===== config.mk =====
export PLATFORM = sky130hd
export DESIGN_NAME = tphl_mul
export DESIGN_NICKNAME = d
export VERILOG_FILES = /design/src/sv/tphl_pkg.sv /design/src/sv/tphl_mul.sv
export SDC_FILE = /design/constraint.sdc
export NUM_CORES = 2
export LEC_CHECK = 0
export BUFFER_PORTS_ARGS = -buffer_cell sky130_fd_sc_hd__buf_2
export CELL_PAD_IN_SITES_DETAIL_PLACEMENT = 1
export CELL_PAD_IN_SITES_GLOBAL_PLACEMENT = 2
export CORE_MARGIN = 8
export CORE_UTILIZATION = 38
export DETAILED_ROUTE_END_ITERATION = 12
export PLACE_DENSITY = 0.75
export SETUP_SLACK_MARGIN = 0.4
export SYNTH_ARGS = -nofsm -noshare
export SYNTH_HDL_FRONTEND = slang
export SYNTH_SLANG_ARGS = --single-unit
export TNS_END_PERCENT = 1

===== constraint.sdc =====
create_clock -name clk -period 8.5 [get_ports clk]
set_input_delay 0.85 -clock clk [delete_from_list [all_inputs] [get_ports clk]]
set_output_delay 0.85 -clock clk [all_outputs]
set_load 0.01 [all_outputs]

===== src/sv/tphl_pkg.sv =====
// ----------------------------------------------------------------------------
// tphl_pkg
// Shared constants and types for the token prefix hash ledger.
// ----------------------------------------------------------------------------
package tphl_pkg;

  localparam int LEDGER_DEPTH = 4096;
  localparam int AW = $clog2(LEDGER_DEPTH);   // store address width
  localparam int LW = AW + 1;                 // length / position width
  localparam int TW = 32;                     // token width
  localparam int HW = 64;                     // fingerprint width
  localparam int PW = HW / 2;                 // partial product operand width

  localparam logic [LW-1:0] DEPTH_LEN = LW'(LEDGER_DEPTH);

  localparam logic [HW-1:0] SEED_HASH = 64'hcbf29ce484222325;
  localparam logic [HW-1:0] GOLDEN    = 64'h9E3779B97F4A7C15;
  localparam logic [HW-1:0] MIX_K1    = 64'hbf58476d1ce4e5b9;
  localparam logic [HW-1:0] MIX_K2    = 64'h94d049bb133111eb;

  localparam int SH_A = 30;
  localparam int SH_B = 27;
  localparam int SH_C = 31;

  typedef enum logic [2:0] {
    ACT_APPEND    = 3'd0,
    ACT_TRUNC     = 3'd1,
    ACT_DROP      = 3'd2,
    ACT_CLEAR     = 3'd3,
    ACT_CMP_TOKEN = 3'd4,
    ACT_CMP_END   = 3'd5,
    ACT_QUERY     = 3'd6
  } action_t;

endpackage


===== src/sv/tphl_mul.sv =====
// ----------------------------------------------------------------------------
// tphl_mul
// 64x64 multiply modulo 2^64 on one 32x32 multiplier, three partial
// products in sequence. done pulses when p holds the product.
// ----------------------------------------------------------------------------
module tphl_mul (
  input  logic                   clk,
  input  logic                   rst,
  input  logic                   start,
  input  logic [tphl_pkg::HW-1:0] a,
  input  logic [tphl_pkg::HW-1:0] b,
  output logic                   done,
  output logic [tphl_pkg::HW-1:0] p
);
  import tphl_pkg::*;

  logic [HW-1:0] a_q;
  logic [HW-1:0] b_q;
  logic [1:0]    step;
  logic          run;
  logic [HW-1:0] prod;
  logic [HW-1:0] acc;
  logic [PW-1:0] mx;
  logic [PW-1:0] my;

  // lo*lo, lo*hi, hi*lo; hi*hi falls off the top
  always_comb begin
    case (step)
      2'd1: begin
        mx = a_q[PW-1:0];
        my = b_q[HW-1:PW];
      end
      2'd2: begin
        mx = a_q[HW-1:PW];
        my = b_q[PW-1:0];
      end
      default: begin
        mx = a_q[PW-1:0];
        my = b_q[PW-1:0];
      end
    endcase
  end

  always_ff @(posedge clk) begin
    if (rst) begin
      run  <= 1'b0;
      done <= 1'b0;
      step <= 2'd0;
    end else begin
      done <= run && !start && (step == 2'd3);
      if (start) begin
        a_q  <= a;
        b_q  <= b;
        run  <= 1'b1;
        step <= 2'd0;
      end else if (run) begin
        step <= step + 2'd1;
        case (step)
          2'd0: prod <= HW'(mx) * HW'(my);
          2'd1: begin
            acc  <= prod;
            prod <= HW'(mx) * HW'(my);
          end
          2'd2: begin
            acc[HW-1:PW] <= acc[HW-1:PW] + prod[PW-1:0];
            prod         <= HW'(mx) * HW'(my);
          end
          default: begin
            acc[HW-1:PW] <= acc[HW-1:PW] + prod[PW-1:0];
            run          <= 1'b0;
          end
        endcase
      end
    end
  end

  assign p = acc;

endmodule


==> results.toml <==
[grt]
antenna_found_initial = 6
track_usage = 0.265
grt_max_degree = 75
use_met3 = 0.0340
grt-ovfl-total = 0
grt_pass1_wl_mm = 247
grt-busiest-layer = "met2"
met2_usage = 0.459
grtUsageMet1 = 0.331
grt_pass1_vias = 37700

[finish]
nets = 6174
finalNonFillerCells = 6370
fillers = 12600
drive_above_1_share = 0.173
multiInputGateArea_sq_um = 32200
seq_area_sq_um = 7770
post-route-util = 0.455
area_growth_pct = 18.4
finalInstanceArea_sq_um = 51200

[synthesis]
netlist_area_sq_um = 43300
synthTopCellsByCount = "inv_1 (907), fa_1 (897), nor2_1 (620)"
ys_seq_area_frac = 0.180
syn-instance-count = 4433
yosysUniqueCellTypes = 73
synth-async-reset-ratio = 0
ys_seq_elements = 260
ys_top_cells_by_area = "fa_1 (42%), edfxtp_1 (18%), ha_1 (8.6%), inv_1 (7.9%), nor2_1 (5.4%)"
yosysWarnings = 0
synth_nets = 5760
yosys.area.top_type_share = 0.415
synth_enable_flop_cells = 256
syn_area_per_cell_sq_um = 9.76
synth_ff_type = "edfxtp_1"
yosysMostFrequentCell = "inv_1"
synth_area_leader_cell = "fa_1"

[place]
place_congestion = 0.933
hpwl_mm = 139
dp_cells = 6219
numPortBuffers = 195
place_area_sq_um = 48400

[die]
die_w_um = 353
core_sq_um = 113000
die_h_um = 353
die-area_sq_um = 125000
boundaryPins = 196
initial_core_util = 0.384
row_count = 123

[timing]
max_slew_margin = 0.272
min_period_ns = 8.40
finalSetupTns_ns = 0
max_freq_mhz = 119
drv_slew = 0
setup_violations = 0
finalCritPeriodShare = 0.989
rsz0062_at_grt = "yes"
skew_ns = 0.0220
tightest_slew_ns = 1.09
hold_viol = 0

[run_status]
outcome = "finished, final reports clean"

[cts]
htreeDepth = 1
path_clk_slew_ns = 0.06
tritoncts = "done"
clock_path_buffers = 3
cts_buffers = 30
insertion_delay_ns = 0.64
cts.sinks = 260
root_buffer = "clkbuf_16"

[setup_path]
crit_buf_inv = 11
required_ns = 8.91
path_class = "reg -> reg"
endpoint_kind = "flip-flop"
crit_top_cell = "fa_1"
crit_slowest_cell = "fa_1"
crit_family = "adder cells"
cp_max_fo = 14
startpoint_type = "flip-flop"
worstPathArrival_ns = 8.82
cpPeakStageDelay_ns = 0.56

[routing]
drt-initial-drc-count = 2110
drc = 0
firstDrtPassIters = 6
antenna_left = 0
detailroute.via_count = 33500
avgViaCountPerCell = 5.25
wl_per_cell_um = 26.3
wl_mm = 168

[flow_run]
drv_cap = 0

[hold_path]
hp-class = "in -> reg"
## sequential cells by signal (all words and copies together) (netlist names)
name	count
done	1
b_q	64
run	1
prod	64
step	2
a_q	64
p	64
## cells by family (layout without fill, tap and decap cells)
group / count (synthesis) / count (layout) / synth area share
multiplexers: 130 / 130 / 0.0320
flip-flops: 260 / 260 / 0.180
other: 0 / 3 / 0
XOR/XNOR: 80 / 80 / 0.0162
AND/OR/NAND/NOR: 1318 / 1318 / 0.122
adder cells (fa/ha/maj): 1196 / 1196 / 0.502
buffers and inverters: 1106 / 1540 / 0.0967
AO/OA/AOI/OAI: 343 / 343 / 0.0522
## area by class of cell
type,count,share of cell area
Antenna cell,3,0.000147
Clock buffer,40,0.0154
Clock inverter,12,0.00178
Inverter,907,0.0665
Multi-Input combinational cell,3067,0.629
Sequential cell,260,0.152
Tap cell,1500,0.0366
Timing Repair Buffer,581,0.0985
## metrics by stage
step,worst slack (ns),hold slack (ns)
2_1_floorplan,0.403,0.431
3_3_place_gp,-0.293,0.461
3_5_place_dp,-0.435,0.471
4_1_cts,0.151,0.338
5_1_grt,-0.0841,0.358
6_report,0.0976,0.384
## cells in the final DEF, fill, tap and decap left out, types with 10 or more instances in the layout
master,Yosys,routed
nand4_1,29,29
edfxtp_1,256,256
mux2_2,65,34
buf_6,1,18
inv_1,907,903
ha_4,0,11
a21o_1,54,54
xor2_1,28,26
mux2i_2,0,31
mux2_4,0,31
clkbuf_16,0,30
xnor2_1,52,50
o21a_1,10,10
nand2b_1,10,10
clkbuf_1,168,10
nor2_1,620,612
mux2i_1,65,14
nand2_1,557,556
buf_2,14,195
and2_1,10,10
fa_2,0,18
mux2i_4,0,20
o21bai_1,15,15
fa_1,897,879
a21oi_1,99,90
o21ai_0,69,63
nand3_1,31,30
nor3_1,18,17
buf_4,1,287
buf_12,0,66
ha_1,299,286
## per-layer routing
metal / routed length, um / vias to the layer above
met1: 66900 / 17800
li1: - / 14400
met4: 9400 / 2
met3: 8770 / 332
met5: 13 / -
met2: 82400 / 972
## repair_timing
item                                    4_1_cts  5_1_grt
endpoints found under the hold margin         0        0
gates cloned                                  9        0
setup buffers                                87        0
hold buffers                                  0        0
pin swaps                                    54       18
resized for setup                           147       37
endpoints found under the setup margin       35       39
## final timing paths
check | startpoint | endpoint | slack [ns] | cells after the start
min | a[46] | a_q[46]$_DFFE_PP_ | 0.38 | 1
min reg2reg | prod[11]$_DFFE_PP_ | p[11]$_DFFE_PP_ | 0.48 | 0
max | step[0]$_SDFFE_PN0P_ | prod[49]$_DFFE_PP_ | 0.1 | 31
max reg2reg | step[0]$_SDFFE_PN0P_ | prod[49]$_DFFE_PP_ | 0.1 | 31
Power is not shown: default switching activity piles up to over one toggle a cycle in this logic, so the estimate is an artifact.
